--- src/hw/rtl/cfcs_pkg.sv ---
// Package for the cone falloff circle scan block.
// Holds widths, limits, opcodes, the controller state type and the
// command/status structs shared by the controller and the datapath.
package cfcs_pkg;

    localparam int COORD_BITS = 10;
    localparam int SIZE_BITS  = COORD_BITS + 1;
    localparam int RAD_BITS   = 8;
    localparam int PEAK_BITS  = 7;
    localparam int R2_BITS    = 2 * RAD_BITS;
    localparam int SQ_BITS    = 2 * COORD_BITS;
    localparam int D2_BITS    = 2 * COORD_BITS + 1;
    localparam int PROD_BITS  = PEAK_BITS + R2_BITS;
    localparam int DVS_BITS   = R2_BITS + PEAK_BITS - 1;
    localparam int DIV_STEPS  = PEAK_BITS;
    localparam int CNT_BITS   = $clog2(DIV_STEPS);

    localparam int RADIUS_MAX = 255;
    localparam int PEAK_MAX   = 100;

    localparam logic [SIZE_BITS-1:0] COORD_LIMIT = SIZE_BITS'(1 << COORD_BITS);
    localparam logic [SIZE_BITS-1:0] SIZE_RESET  = COORD_LIMIT;

    localparam logic OP_START = 1'b0;
    localparam logic OP_NEXT  = 1'b1;

    localparam logic REG_GRID_WIDTH  = 1'b0;
    localparam logic REG_GRID_HEIGHT = 1'b1;

    typedef enum logic [2:0] {
        S_IDLE,
        S_SQUARE,
        S_SUM,
        S_MUL,
        S_DIV,
        S_LOAD
    } t_state;

    typedef struct packed {
        logic latch_circle;
        logic capture_point;
        logic square;
        logic sum;
        logic mul;
        logic div_step;
        logic load_out;
    } t_dp_cmd;

    typedef struct packed {
        logic active;
        logic div_done;
        logic out_free;
    } t_dp_status;

endpackage

--- src/hw/rtl/cfcs_ctrl.sv ---
// Controller state machine for the cone falloff circle scan block.
// Sequences one scan position through square, sum, multiply, divide, load.
// Depends on cfcs_pkg.
module cfcs_ctrl (
    input  logic                i_clk,
    input  logic                i_rst_n,
    input  logic                i_valid,
    input  logic                i_opcode,
    output logic                o_ready,
    input  cfcs_pkg::t_dp_status i_status,
    output cfcs_pkg::t_dp_cmd    o_cmd
);
    import cfcs_pkg::*;

    t_state r_state;
    t_state n_state;
    logic   w_accept;

    assign w_accept = i_valid && (r_state == S_IDLE);

    always_ff @(posedge i_clk) begin
        if (!i_rst_n) begin
            r_state <= S_IDLE;
        end else begin
            r_state <= n_state;
        end
    end

    // next state
    always_comb begin
        n_state = r_state;
        unique case (r_state)
            S_IDLE: begin
                if (w_accept && i_opcode == OP_NEXT && i_status.active) begin
                    n_state = S_SQUARE;
                end
            end
            S_SQUARE: n_state = S_SUM;
            S_SUM:    n_state = S_MUL;
            S_MUL:    n_state = S_DIV;
            S_DIV: begin
                if (i_status.div_done) begin
                    n_state = S_LOAD;
                end
            end
            S_LOAD: begin
                if (i_status.out_free) begin
                    n_state = S_IDLE;
                end
            end
            default: n_state = S_IDLE;
        endcase
    end

    // outputs
    always_comb begin
        o_cmd   = '0;
        o_ready = 1'b0;
        unique case (r_state)
            S_IDLE: begin
                o_ready              = 1'b1;
                o_cmd.latch_circle   = w_accept && i_opcode == OP_START;
                o_cmd.capture_point  = w_accept && i_opcode == OP_NEXT && i_status.active;
            end
            S_SQUARE: o_cmd.square   = 1'b1;
            S_SUM:    o_cmd.sum      = 1'b1;
            S_MUL:    o_cmd.mul      = 1'b1;
            S_DIV:    o_cmd.div_step = 1'b1;
            S_LOAD:   o_cmd.load_out = i_status.out_free;
            default: begin
                o_cmd   = '0;
                o_ready = 1'b0;
            end
        endcase
    end

    a_one_cmd: assert property (@(posedge i_clk) disable iff (!i_rst_n)
        $onehot0(o_cmd))
        else $error("more than one datapath command at once");

    a_div_holds: assert property (@(posedge i_clk) disable iff (!i_rst_n)
        (r_state == S_DIV && !i_status.div_done) |=> (r_state == S_DIV))
        else $error("divider left before its last step");

    a_capture_starts: assert property (@(posedge i_clk) disable iff (!i_rst_n)
        o_cmd.capture_point |=> (r_state == S_SQUARE))
        else $error("captured position not processed");

endmodule

--- src/hw/rtl/cfcs_dp.sv ---
// Datapath for the cone falloff circle scan block: circle and grid registers,
// scan counters, squaring, product, restoring divider and output register.
// Depends on cfcs_pkg.
module cfcs_dp (
    input  logic                               i_clk,
    input  logic                               i_rst_n,
    input  cfcs_pkg::t_dp_cmd                  i_cmd,
    output cfcs_pkg::t_dp_status               o_status,
    input  logic                               i_cfg_wr_en,
    input  logic                               i_cfg_index,
    input  logic [cfcs_pkg::SIZE_BITS-1:0]     i_cfg_wdata,
    input  logic [cfcs_pkg::COORD_BITS-1:0]    i_center_x,
    input  logic [cfcs_pkg::COORD_BITS-1:0]    i_center_y,
    input  logic [cfcs_pkg::RAD_BITS-1:0]      i_radius,
    input  logic [cfcs_pkg::PEAK_BITS-1:0]     i_max_intensity,
    output logic                               o_valid,
    input  logic                               i_ready,
    output logic [cfcs_pkg::COORD_BITS-1:0]    o_point_x,
    output logic [cfcs_pkg::COORD_BITS-1:0]    o_point_y,
    output logic                               o_inside_res,
    output logic [cfcs_pkg::PEAK_BITS-1:0]     o_intensity,
    output logic                               o_last
);
    import cfcs_pkg::*;

    // configuration
    logic [SIZE_BITS-1:0]  r_grid_width;
    logic [SIZE_BITS-1:0]  r_grid_height;

    // circle and scan state
    logic [COORD_BITS-1:0] r_scan_x, r_scan_y;
    logic [COORD_BITS-1:0] r_box_left, r_box_right, r_box_bottom;
    logic [COORD_BITS-1:0] r_center_x, r_center_y;
    logic [R2_BITS-1:0]    r_r2;
    logic [PEAK_BITS-1:0]  r_peak;
    logic                  r_active;

    // per-position working registers
    logic [COORD_BITS-1:0] r_px, r_py, r_dx, r_dy;
    logic                  r_plast;
    logic [SQ_BITS-1:0]    r_dx2, r_dy2;
    logic [D2_BITS-1:0]    r_d2;
    logic                  r_inside;
    logic [PROD_BITS-1:0]  r_rem;
    logic [DVS_BITS-1:0]   r_dvs;
    logic [PEAK_BITS-1:0]  r_quo;
    logic [CNT_BITS-1:0]   r_cnt;

    // output register
    logic                  r_out_valid;
    logic [COORD_BITS-1:0] r_out_x, r_out_y;
    logic                  r_out_inside, r_out_last;
    logic [PEAK_BITS-1:0]  r_out_level;

    // start decode, scan end, divider compare and level
    logic [SIZE_BITS-1:0]  w_w, w_h, w_wm1, w_hm1;
    logic [RAD_BITS-1:0]   w_r;
    logic [PEAK_BITS-1:0]  w_peak;
    logic [COORD_BITS-1:0] w_left, w_top;
    logic [SIZE_BITS-1:0]  w_right_full, w_bottom_full, w_right, w_bottom;
    logic                  w_box_ok;
    logic                  w_final;
    logic                  w_ge;
    logic [PEAK_BITS-1:0]  w_level;

    always_comb begin
        w_w    = (r_grid_width  > COORD_LIMIT) ? COORD_LIMIT : r_grid_width;
        w_h    = (r_grid_height > COORD_LIMIT) ? COORD_LIMIT : r_grid_height;
        w_wm1  = w_w - SIZE_BITS'(1);
        w_hm1  = w_h - SIZE_BITS'(1);
        w_r    = (int'(i_radius) > RADIUS_MAX) ? RAD_BITS'(RADIUS_MAX) : i_radius;
        w_peak = (int'(i_max_intensity) > PEAK_MAX) ? PEAK_BITS'(PEAK_MAX)
                                                    : i_max_intensity;
        w_left = ({2'b0, i_center_x} > (SIZE_BITS + 1)'(w_r))
               ? COORD_BITS'(i_center_x - COORD_BITS'(w_r)) : '0;
        w_top  = ({2'b0, i_center_y} > (SIZE_BITS + 1)'(w_r))
               ? COORD_BITS'(i_center_y - COORD_BITS'(w_r)) : '0;
        w_right_full  = SIZE_BITS'(i_center_x) + SIZE_BITS'(w_r);
        w_bottom_full = SIZE_BITS'(i_center_y) + SIZE_BITS'(w_r);
        w_right  = (w_right_full  > w_wm1) ? w_wm1 : w_right_full;
        w_bottom = (w_bottom_full > w_hm1) ? w_hm1 : w_bottom_full;
        w_box_ok = (w_w != '0) && (w_h != '0)
                && (SIZE_BITS'(w_left) <= w_right) && (SIZE_BITS'(w_top) <= w_bottom);
        w_final  = (r_scan_x == r_box_right) && (r_scan_y == r_box_bottom);
        w_ge     = (r_rem >= PROD_BITS'(r_dvs));
        if (!r_inside) begin
            w_level = '0;
        end else if (r_r2 == '0) begin
            w_level = r_peak;
        end else begin
            w_level = r_peak - r_quo;
        end
    end

    // configuration registers
    always_ff @(posedge i_clk) begin
        if (!i_rst_n) begin
            r_grid_width  <= SIZE_RESET;
            r_grid_height <= SIZE_RESET;
        end else if (i_cfg_wr_en) begin
            if (i_cfg_index == REG_GRID_WIDTH) begin
                r_grid_width <= i_cfg_wdata;
            end else begin
                r_grid_height <= i_cfg_wdata;
            end
        end
    end

    // active flag
    always_ff @(posedge i_clk) begin
        if (!i_rst_n) begin
            r_active <= 1'b0;
        end else if (i_cmd.latch_circle) begin
            r_active <= w_box_ok;
        end else if (i_cmd.capture_point && w_final) begin
            r_active <= 1'b0;
        end
    end

    // circle latch and scan advance
    always_ff @(posedge i_clk) begin
        if (i_cmd.latch_circle && w_box_ok) begin
            r_center_x   <= i_center_x;
            r_center_y   <= i_center_y;
            r_r2         <= R2_BITS'(w_r) * R2_BITS'(w_r);
            r_peak       <= w_peak;
            r_box_left   <= w_left;
            r_box_right  <= COORD_BITS'(w_right);
            r_box_bottom <= COORD_BITS'(w_bottom);
            r_scan_x     <= w_left;
            r_scan_y     <= w_top;
        end else if (i_cmd.capture_point) begin
            r_px    <= r_scan_x;
            r_py    <= r_scan_y;
            r_plast <= w_final;
            r_dx    <= (r_scan_x >= r_center_x) ? r_scan_x - r_center_x
                                                : r_center_x - r_scan_x;
            r_dy    <= (r_scan_y >= r_center_y) ? r_scan_y - r_center_y
                                                : r_center_y - r_scan_y;
            if (!w_final) begin
                if (r_scan_x >= r_box_right) begin
                    r_scan_x <= r_box_left;
                    r_scan_y <= r_scan_y + COORD_BITS'(1);
                end else begin
                    r_scan_x <= r_scan_x + COORD_BITS'(1);
                end
            end
        end
    end

    // distance, product and restoring divide
    always_ff @(posedge i_clk) begin
        if (i_cmd.square) begin
            r_dx2 <= SQ_BITS'(r_dx) * SQ_BITS'(r_dx);
            r_dy2 <= SQ_BITS'(r_dy) * SQ_BITS'(r_dy);
        end
        if (i_cmd.sum) begin
            r_d2     <= D2_BITS'(r_dx2) + D2_BITS'(r_dy2);
            r_inside <= (32'(r_dx2) + 32'(r_dy2)) <= 32'(r_r2);
        end
        if (i_cmd.mul) begin
            r_rem <= PROD_BITS'(r_peak) * PROD_BITS'(R2_BITS'(r_d2));
            r_dvs <= {r_r2, (PEAK_BITS - 1)'(0)};
            r_quo <= '0;
            r_cnt <= CNT_BITS'(DIV_STEPS - 1);
        end
        if (i_cmd.div_step) begin
            if (w_ge) begin
                r_rem <= r_rem - PROD_BITS'(r_dvs);
            end
            r_quo <= {r_quo[PEAK_BITS-2:0], w_ge};
            r_dvs <= r_dvs >> 1;
            r_cnt <= r_cnt - CNT_BITS'(1);
        end
    end

    // output register
    always_ff @(posedge i_clk) begin
        if (!i_rst_n) begin
            r_out_valid <= 1'b0;
        end else if (i_cmd.load_out) begin
            r_out_valid <= 1'b1;
        end else if (i_ready) begin
            r_out_valid <= 1'b0;
        end
    end

    always_ff @(posedge i_clk) begin
        if (i_cmd.load_out) begin
            r_out_x      <= r_px;
            r_out_y      <= r_py;
            r_out_inside <= r_inside;
            r_out_level  <= w_level;
            r_out_last   <= r_plast;
        end
    end

    assign o_status.active   = r_active;
    assign o_status.div_done = (r_cnt == '0);
    assign o_status.out_free = !r_out_valid || i_ready;

    assign o_valid      = r_out_valid;
    assign o_point_x    = r_out_x;
    assign o_point_y    = r_out_y;
    assign o_inside_res = r_out_inside;
    assign o_intensity  = r_out_level;
    assign o_last       = r_out_last;

    a_load_free: assert property (@(posedge i_clk) disable iff (!i_rst_n)
        i_cmd.load_out |-> (!r_out_valid || i_ready))
        else $error("output register overwritten before it was taken");

    a_level_range: assert property (@(posedge i_clk) disable iff (!i_rst_n)
        i_cmd.load_out |-> (int'(w_level) <= PEAK_MAX))
        else $error("intensity above peak limit");

    a_outside_dark: assert property (@(posedge i_clk) disable iff (!i_rst_n)
        (i_cmd.load_out && !r_inside) |=> (o_intensity == '0))
        else $error("outside position with nonzero intensity");

endmodule

--- src/hw/rtl/cone_falloff_circle_scan.sv ---
// Top level of the cone falloff circle scan block.
// Joins the controller (cfcs_ctrl) and the datapath (cfcs_dp); uses cfcs_pkg.
//
// Usage:
//   Input channel (i_valid/o_ready) carries one transaction per item. Opcode
//   start latches a circle (center, radius, peak) and its bounding box clipped
//   to the grid; it gives no result. Opcode next emits one position of the
//   box, row by row and left to right, with inside flag, cone intensity
//   peak - peak*d2/r2 (truncated, zero outside), and last on the final box position. A next
//   with no active circle is dropped without a result.
//   Output channel (o_valid/i_ready) is fed from an output register.
//   Configuration: i_cfg_wr_en writes i_cfg_wdata to grid width (index 0) or
//   grid height (index 1); write only while the block is idle. Sizes apply
//   at the next start.
// Sequence:
//   A start is taken in the idle state. A next runs from acceptance through
//   square, sum, multiply, 7 divider steps (one quotient bit per cycle, set
//   by the 7-bit intensity quotient) and load; the load step writes the
//   result to the output register, and o_ready returns after the load.
// Reset: synchronous, active low; clears the active circle and the output
//   valid, sets both grid sizes to 1024.
// Stall: a finished result waits in the load step until the output register
//   is free, so o_ready stays low while it is full and i_ready is low.
module cone_falloff_circle_scan (
    input  logic                             i_clk,
    input  logic                             i_rst_n,
    input  logic                             i_cfg_wr_en,
    input  logic                             i_cfg_index,
    input  logic [cfcs_pkg::SIZE_BITS-1:0]   i_cfg_wdata,
    input  logic                             i_valid,
    output logic                             o_ready,
    input  logic                             i_opcode,
    input  logic [cfcs_pkg::COORD_BITS-1:0]  i_center_x,
    input  logic [cfcs_pkg::COORD_BITS-1:0]  i_center_y,
    input  logic [cfcs_pkg::RAD_BITS-1:0]    i_radius,
    input  logic [cfcs_pkg::PEAK_BITS-1:0]   i_max_intensity,
    output logic                             o_valid,
    input  logic                             i_ready,
    output logic [cfcs_pkg::COORD_BITS-1:0]  o_point_x,
    output logic [cfcs_pkg::COORD_BITS-1:0]  o_point_y,
    output logic                             o_inside_res,
    output logic [cfcs_pkg::PEAK_BITS-1:0]   o_intensity,
    output logic                             o_last
);
    import cfcs_pkg::*;

    // commands flow from controller to datapath, status flows back
    t_dp_cmd    w_cmd;
    t_dp_status w_status;

    cfcs_ctrl u_ctrl (
        .i_clk    (i_clk),
        .i_rst_n  (i_rst_n),
        .i_valid  (i_valid),
        .i_opcode (i_opcode),
        .o_ready  (o_ready),
        .i_status (w_status),
        .o_cmd    (w_cmd)
    );

    cfcs_dp u_dp (
        .i_clk           (i_clk),
        .i_rst_n         (i_rst_n),
        .i_cmd           (w_cmd),
        .o_status        (w_status),
        .i_cfg_wr_en     (i_cfg_wr_en),
        .i_cfg_index     (i_cfg_index),
        .i_cfg_wdata     (i_cfg_wdata),
        .i_center_x      (i_center_x),
        .i_center_y      (i_center_y),
        .i_radius        (i_radius),
        .i_max_intensity (i_max_intensity),
        .o_valid         (o_valid),
        .i_ready         (i_ready),
        .o_point_x       (o_point_x),
        .o_point_y       (o_point_y),
        .o_inside_res    (o_inside_res),
        .o_intensity     (o_intensity),
        .o_last          (o_last)
    );

endmodule
--- config.mk ---
export PLATFORM = sky130hd
export DESIGN_NAME = cone_falloff_circle_scan
export DESIGN_NICKNAME = d
export VERILOG_FILES = /design/src/hw/rtl/cfcs_pkg.sv /design/src/hw/rtl/cfcs_ctrl.sv /design/src/hw/rtl/cfcs_dp.sv /design/src/hw/rtl/cone_falloff_circle_scan.sv
export SDC_FILE = /design/constraint.sdc
export NUM_CORES = 1
export LEC_CHECK = 0
export BUFFER_PORTS_ARGS = -buffer_cell sky130_fd_sc_hd__buf_2
export CORE_MARGIN = 3
export CORE_UTILIZATION = 62
export DETAILED_ROUTE_END_ITERATION = 6
export PLACE_DENSITY_LB_ADDON = 0.1
export SETUP_SLACK_MARGIN = 0.05
export SYNTH_ARGS = -nofsm -noshare
export SYNTH_HDL_FRONTEND = slang
export SYNTH_HIERARCHICAL = 1
export SYNTH_SLANG_ARGS = --single-unit
--- constraint.sdc ---
create_clock -name i_clk -period 11.2 [get_ports i_clk]
set_input_delay 2.24 -clock i_clk [delete_from_list [all_inputs] [get_ports i_clk]]
set_output_delay 2.24 -clock i_clk [all_outputs]
set_load 0.02 [all_outputs]
After elaboration in Yosys (flattened, before gate mapping)
Index checks and enable logic that the tools add are counted.
Operators by class
  mux-type cells: 41
  reduce and logical (&&, ||, !) cells: 28
  magnitude comparators: 14
  equality and inequality tests: 11
  $mul: 4
  bitwise operators: 3
  add/sub/neg operators: 17
Operator list (number)
  $mux W10: 12
  $mux W23: 3
  $mux W11: 4
  $mux W21: 2
  $mul A10 B10 Y20: 2
  $sub A10 B10 Y10: 4
  $ge A10 B10 Y1: 3
  $ge A23 B22 Y1: 1
  $mul A7 B16 Y23: 1
  $sub A23 B22 Y23: 1
  $add A10 B8 Y11: 2
  $gt A11 B11 Y1: 2
  $gt A11 B11 Y1 const B: 2
  $le A10 B11 Y1: 2
  $reduce_bool A11 Y1: 2
  $sub A11 B1 Y11 const B: 2
  $add A20 B20 Y21: 1
  $le A21 B16 Y1: 1
  $mux W7: 3
  $add A10 B1 Y10 const B: 2
  $eq A10 B10 Y1: 2
  $gt A10 B8 Y1: 2
  $sub A10 B8 Y10: 2
  $pmux W3 S6: 1
  22 further kinds: 59
Word-level totals
  input bits: 53
  output and inout bits: 31
  bits in registers: 302
  word-level logic and storage cells: 151

Logic depth before layout (Yosys ltp)
  depth after elaboration: 11
  depth in mapped cells: 33
  gate-level depth less buffers: 32

Modules after synthesis
Netlist, hierarchy kept.
Modules (own cells, without submodules)
  cfcs_dp: area each 27844.2 µm², seq. area each 8408.1 µm², times used 1, cells an instance 2799
  cfcs_ctrl: area each 226.5 µm², seq. area each 60.1 µm², times used 1, cells an instance 27

Least setup slack after synthesis
Ideal clock, no wire load.
  path kind: input -> register
  start point: input i_radius[1] (netlist name)
  end point: register u_dp.r_dx[0] (enable)
  data arrival time: 9120 ps
  path buffers: 1
  required time: 10756 ps
  stages on the path: 30
  slack: 1637 ps
  setup time: 444 ps
  cells stage by stage: inv_1 > ha_1 > inv_1 > a21o_1 > a21oi_1 > o21ba_2 > o21a_1 > o21ba_2 > nor2_1 > o311ai_0 > xor2_1 > inv_1 > ha_1 > nand4_1 > a21oi_1 > a211oi_1 > a41oi_1 > mux2_2 > ha_1 > nor2b_1 > o21a_1 > o21a_1 > o21bai_1 > a21oi_1 > a211o_1 > o31ai_1 > a211oi_2 > a311oi_4 > buf_6 > nor2b_1
Between the ends
  word-level cells in the longest chain between the ends: 9
  elaborated cells between the ends (all ways): 19
  those cells by class: 4 x add/sub; 6 x order compare; 4 x mux; 1 x bitwise; 4 x reduce/logical
RTL lines
  start, declared: RTL line cone_falloff_circle_scan.sv:35  | input logic [cfcs_pkg::RAD_BITS-1:0] i_radius,
  $add A10 B8 Y11: RTL line cfcs_dp.sv:78  | w_right_full = SIZE_BITS'(i_center_x) + SIZE_BITS'(w_r);
  $gt A11 B11 Y1: RTL line cfcs_dp.sv:80  | w_right = (w_right_full > w_wm1) ? w_wm1 : w_right_full;
  $mux W11: RTL line cfcs_dp.sv:80
  $le A10 B11 Y1: RTL line cfcs_dp.sv:83  | && (SIZE_BITS'(w_left) <= w_right) && (SIZE_BITS'(w_top) <= w_bottom);
  $logic_and A1 B1 Y1: RTL line cfcs_dp.sv:83
  $logic_and A1 B1 Y1 (*): RTL line cfcs_dp.sv:83
  $logic_and A1 B1 Y1 (*): RTL line cfcs_dp.sv:122  | if (i_cmd.latch_circle && w_box_ok) begin
  $not A1 Y1 (no source line) (*)
  $reduce_and A2 Y1 (no source line) (*)
  end signal, assigned: RTL line cfcs_dp.sv:136  | r_dx <= (r_scan_x >= r_center_x) ? r_scan_x - r_center_x
  end, declared: RTL line cfcs_dp.sv:39  | logic [COORD_BITS-1:0] r_px, r_py, r_dx, r_dy;
Mark *: on every way between the ends. The rest lies on a longest branch, timed or not.
A chain may end at the register's enable or synchronous reset.

Worst setup path in the final report
  start point: input i_radius[1] (netlist name)
  end point: register u_dp.r_scan_x[9] (enable)
Between the ends
  word-level cells in the longest chain between the ends: 9
  elaborated cells between the ends (all ways): 20
  those cells by class: 4 x add/sub; 6 x order compare; 1 x eq/ne; 4 x mux; 5 x reduce/logical
RTL lines
  $add A10 B8 Y11: RTL line cfcs_dp.sv:78
  $gt A11 B11 Y1: RTL line cfcs_dp.sv:80
  $mux W11: RTL line cfcs_dp.sv:80
  $le A10 B11 Y1: RTL line cfcs_dp.sv:83
  $logic_and A1 B1 Y1: RTL line cfcs_dp.sv:83
  $logic_and A1 B1 Y1 (*): RTL line cfcs_dp.sv:83
  $logic_and A1 B1 Y1 (*): RTL line cfcs_dp.sv:122
  $ne A2 B2 Y1 (no source line) or $reduce_bool A2 Y1 (tied branches)
  $reduce_and A2 Y1 (no source line) (*)
  end signal, assigned: RTL line cfcs_dp.sv:130  | r_scan_x <= w_left;
  end signal, assigned: RTL line cfcs_dp.sv:142  | r_scan_x <= r_box_left;
  end signal, assigned: RTL line cfcs_dp.sv:145  | r_scan_x <= r_scan_x + COORD_BITS'(1);
  end, declared: RTL line cfcs_dp.sv:31  | logic [COORD_BITS-1:0] r_scan_x, r_scan_y;
Marked as above.

==> results by group <==
Logic synthesis
  – Top cell type by total area after synthesis: edfxtp_1
  – Number of flops mapped to enable cells by yosys: around 250
  – Ys Warns: 6
  – Yosys cell types: 81
  – FF+latch count, synth: 299
  – Cell area after synthesis: 28,070 sq um
  – Average size of a mapped cell: 9.933 sq um
  – Area share of fa/ha/maj cells after synthesis: approximately 30%
  – Multiplexer share of the synthesized area: approximately 3.4%
  – Synth Instances: approximately 2,800
  – Synth top area share: about a quarter
  – Async SR Flop Fraction: 0%
  – Dominant synthesized flop cell: edfxtp_1
  – XOR/XNOR Fraction of Synth Area: about 5.8%
  – Syn_nets: between 3,000 and 4,000
  – Top post-synthesis cells by area: edfxtp_1 (27%), ha_1 (16%), fa_1 (14%)
  – Sequential area share after synthesis: a little under a third
  – Largest family of logic cells by synthesized area: adder cells
  – Synth Area in Simple Gates: between 10% and 20%
  – Compound-Gate Fraction of Synth Area: between 10% and 20%

STA
  – Clock skew: about 0.022 ns
  – Pins Over Slew Limit: 0
  – Hold slack: 0.4128 ns
  – Final WS setup: between 2 and 2.5 ns
  – Relative slew margins: between 20% and 30%
  – Final setup violation count: 0
  – Fin crit share: 81.89%
  – Max Fclk: around 110 MHz
  – Hold violation count in the final report: 0
  – RSZ-0062 raised after global routing: false
  – Setup TNS: 0 ns
  – Worst Tran Pin Value: 1.089 ns
  – Crit path time final: 9.171 ns

Cells and area
  – Antenna Cells: 0
  – Post-synthesis to final-layout area growth: 7.800%
  – Final #Nets: ~3,500
  – Fill count: 3,514
  – Most common cell after layout, fill and taps aside: inv_1
  – Most frequent cells in the layout: inv_1 (391), ha_1 (359), nand2_1 (259)
  – Share of layout cells above drive strength 1: under 10%

Hold path
  – Worst Hold Class: flop to flop

Drt
  – Total number of vias: 20,110
  – Vias per cell: approximately 5.7
  – DR WL/cell: roughly 19 microns
  – Initial DRC count: around 1,100
  – WL final: 65.23 mm
  – Remaining antenna violation count: 0
  – DRC Markers: 0
  – Initial DRT Pass Iterations: 5

Critical path
  – CP required: between 10 and 15 ns
  – Largest delay share family, worst path: compound AO/OA/AOI/OAI gates
  – CP endpoint kind: flop
  – Critical path arrival: around 9.4 ns
  – Slowest CP cell: buf_4
  – WP buf/inv: 5
  – CP max stage delay: between 0.6 and 0.7 ns
  – Setup Crit Path Kind: input port to flop
  – Worst-path maximum fanout: 55
  – Crit path top cell by count: a21oi_1
  – CP startpoint kind: input port

Global routing
  – Initial antenna violation count: 2
  – Overall Global Routing Usage: ~28%
  – Largest net degree at the start of global routing: between 50 and 60
  – Vias in the first global route: between 20,000 and 25,000
  – First-pass GRT wire length: 106.5 mm
  – Aggregate global routing overflow: 0

CTS
  – H-tree lvl count: 2
  – Num CTS Buffers: 37
  – Clock latency on the worst-skew pair: roughly 0.55 ns
  – CTS Hold Bufs: 0
  – Root Driver: clkbuf_16
  – Number of setup buffers added after CTS: 0
  – Clock sink count: around 300
  – CTS resizes: 0
  – Clock Tree Buf Depth: 3
  – CTS tree: yes
  – Clock transition at path regs: 0.06 ns

Placed design
  – DP HPWL: 51.30 mm
  – Worst slack at placement: ~1.5 ns
  – IO Port Bufs: 83
  – RD Place Congestion: roughly 0.95

Die
  – Die width: between 200 and 250 microns
  – Core area: around 45,000 sq um
  – Ports: 84
  – DIE HEIGHT: 218.8 microns
  – Total die area: about 48,000 sq um
  – Initial core utilization: 63.07%
  – Cell row count: 77

Power and ir drop
  – Flop pwr share: a little under a quarter
  – Lkg Pwr: approximately 14 nW
  – Pwr/cell area: ~240 nW/um^2
  – Switching power share of the total: a little over two fifths
  – P_sw: around 3.2 mW
  – Clock share of power: 16.3%
  – Int Pwr: roughly 4.2 mW
  – Worst VDD drop: approximately 0.00032 V
  – Comb pwr share: 60.2%

Run status
  – Status: finished clean

Job
  – Total of max-cap violations: 0
==> power groups by stage <==
stage	clock network (mW)	logic [mW]	registers, mW
2_1_floorplan	0	3.45	1.64
3_3_place_gp	0	4.32	1.75
3_5_place_dp	0	4.43	1.75
4_1_cts	1.24	4.48	1.73
5_1_grt	1.29	5.00	1.75
6_report	1.21	4.45	1.74
==> cells by family after synthesis <==
group,Yosys count
fa+ha+maj,555
simple gates,768
buf+inv,467
xor+xnor,187
flops,299
compound gates,463
mux,87
==> registers in the layout (all words and copies together), names as in the netlist, 11 cells and up <==
| signal | flops |
|---|---|
| u_dp/r_dy2 | 19 |
| u_dp/r_dvs | 22 |
| u_dp/r_grid_height | 11 |
| u_dp/r_rem | 23 |
| u_dp/r_r2 | 15 |
| u_dp/r_dx2 | 19 |
| u_dp/r_grid_width | 11 |
| u_dp/r_d2 | 16 |
==> final timing paths <==
path | end | startpoint | cells after the start | slack, ns
setup / recovery | u_dp/r_scan_x[9]$_DFFE_PP_ | i_radius[1] | 31 | 2.03
hold / removal | u_dp/o_point_x[8]$_DFFE_PP_ | u_dp/r_px[8]$_DFFE_PP_ | 0 | 0.41
setup reg to reg | u_dp/r_scan_x[9]$_DFFE_PP_ | u_dp/r_grid_height[0]$_SDFFE_PN0P_ | 29 | 2.71
hold reg to reg | u_dp/o_point_x[8]$_DFFE_PP_ | u_dp/r_px[8]$_DFFE_PP_ | 0 | 0.41
==> synth_stat cells (4+ instances only) <==
master	count
nor3_1	42
o21bai_1	13
nand2_1	259
o21ai_0	87
nand4_1	31
nor2_1	146
and4_1	5
o31a_1	4
and3_1	12
ha_1	359
nor4_1	11
buf_4	4
nor3b_1	7
o21a_1	34
clkbuf_1	59
a21o_1	64
nor2b_1	38
edfxtp_1	248
o211ai_1	10
mux2_4	13
o21ai_1	10
a211oi_1	9
and2_1	120
inv_1	391
mux2i_1	50
xor2_1	66
dfxtp_1	51
nand3_1	27
xnor2_1	121
buf_2	8
mux2_2	24
a41oi_1	5
a31oi_1	15
fa_1	196
a21oi_1	143
a21boi_0	24
nand2b_1	32
or2_2	10
or3_1	11
==> routing by layer <==
metal	vias to the layer above	GRT usage, %	routed length (microns)
li1	9702	-	-
met1	9790	33.17	26550
met2	458	50.85	33160
met3	153	4.154	2658
met4	4	11.28	2835
met5	-	0	21
==> final cells by class <==
type | count | area (sq um) | share of cell area, %
clock buffers | 44 | 984.7 | 3.254
flip-flops and latches | 299 | 8468 | 27.98
inverters | 392 | 1473 | 4.867
multi-input cells | 2060 | 17830 | 58.93
repair buffers | 96 | 513.0 | 1.695
well taps | 592 | 740.7 | 2.448
clock inverters | 22 | 249.0 | 0.8228
==> metrics by stage <==
step	std cells	util [%]	instance area [sq um]	total power, mW
4_1_cts	3505	67.99	30260	7.445
5_1_grt	3505	67.99	30260	8.046
2_1_floorplan	2826	-	28070	5.087
6_report	3505	67.99	30260	7.396
3_3_place_gp	3439	65.21	29030	6.064
3_5_place_dp	3439	65.21	29030	6.182
Note: power is estimated with default switching activity, not from simulation.
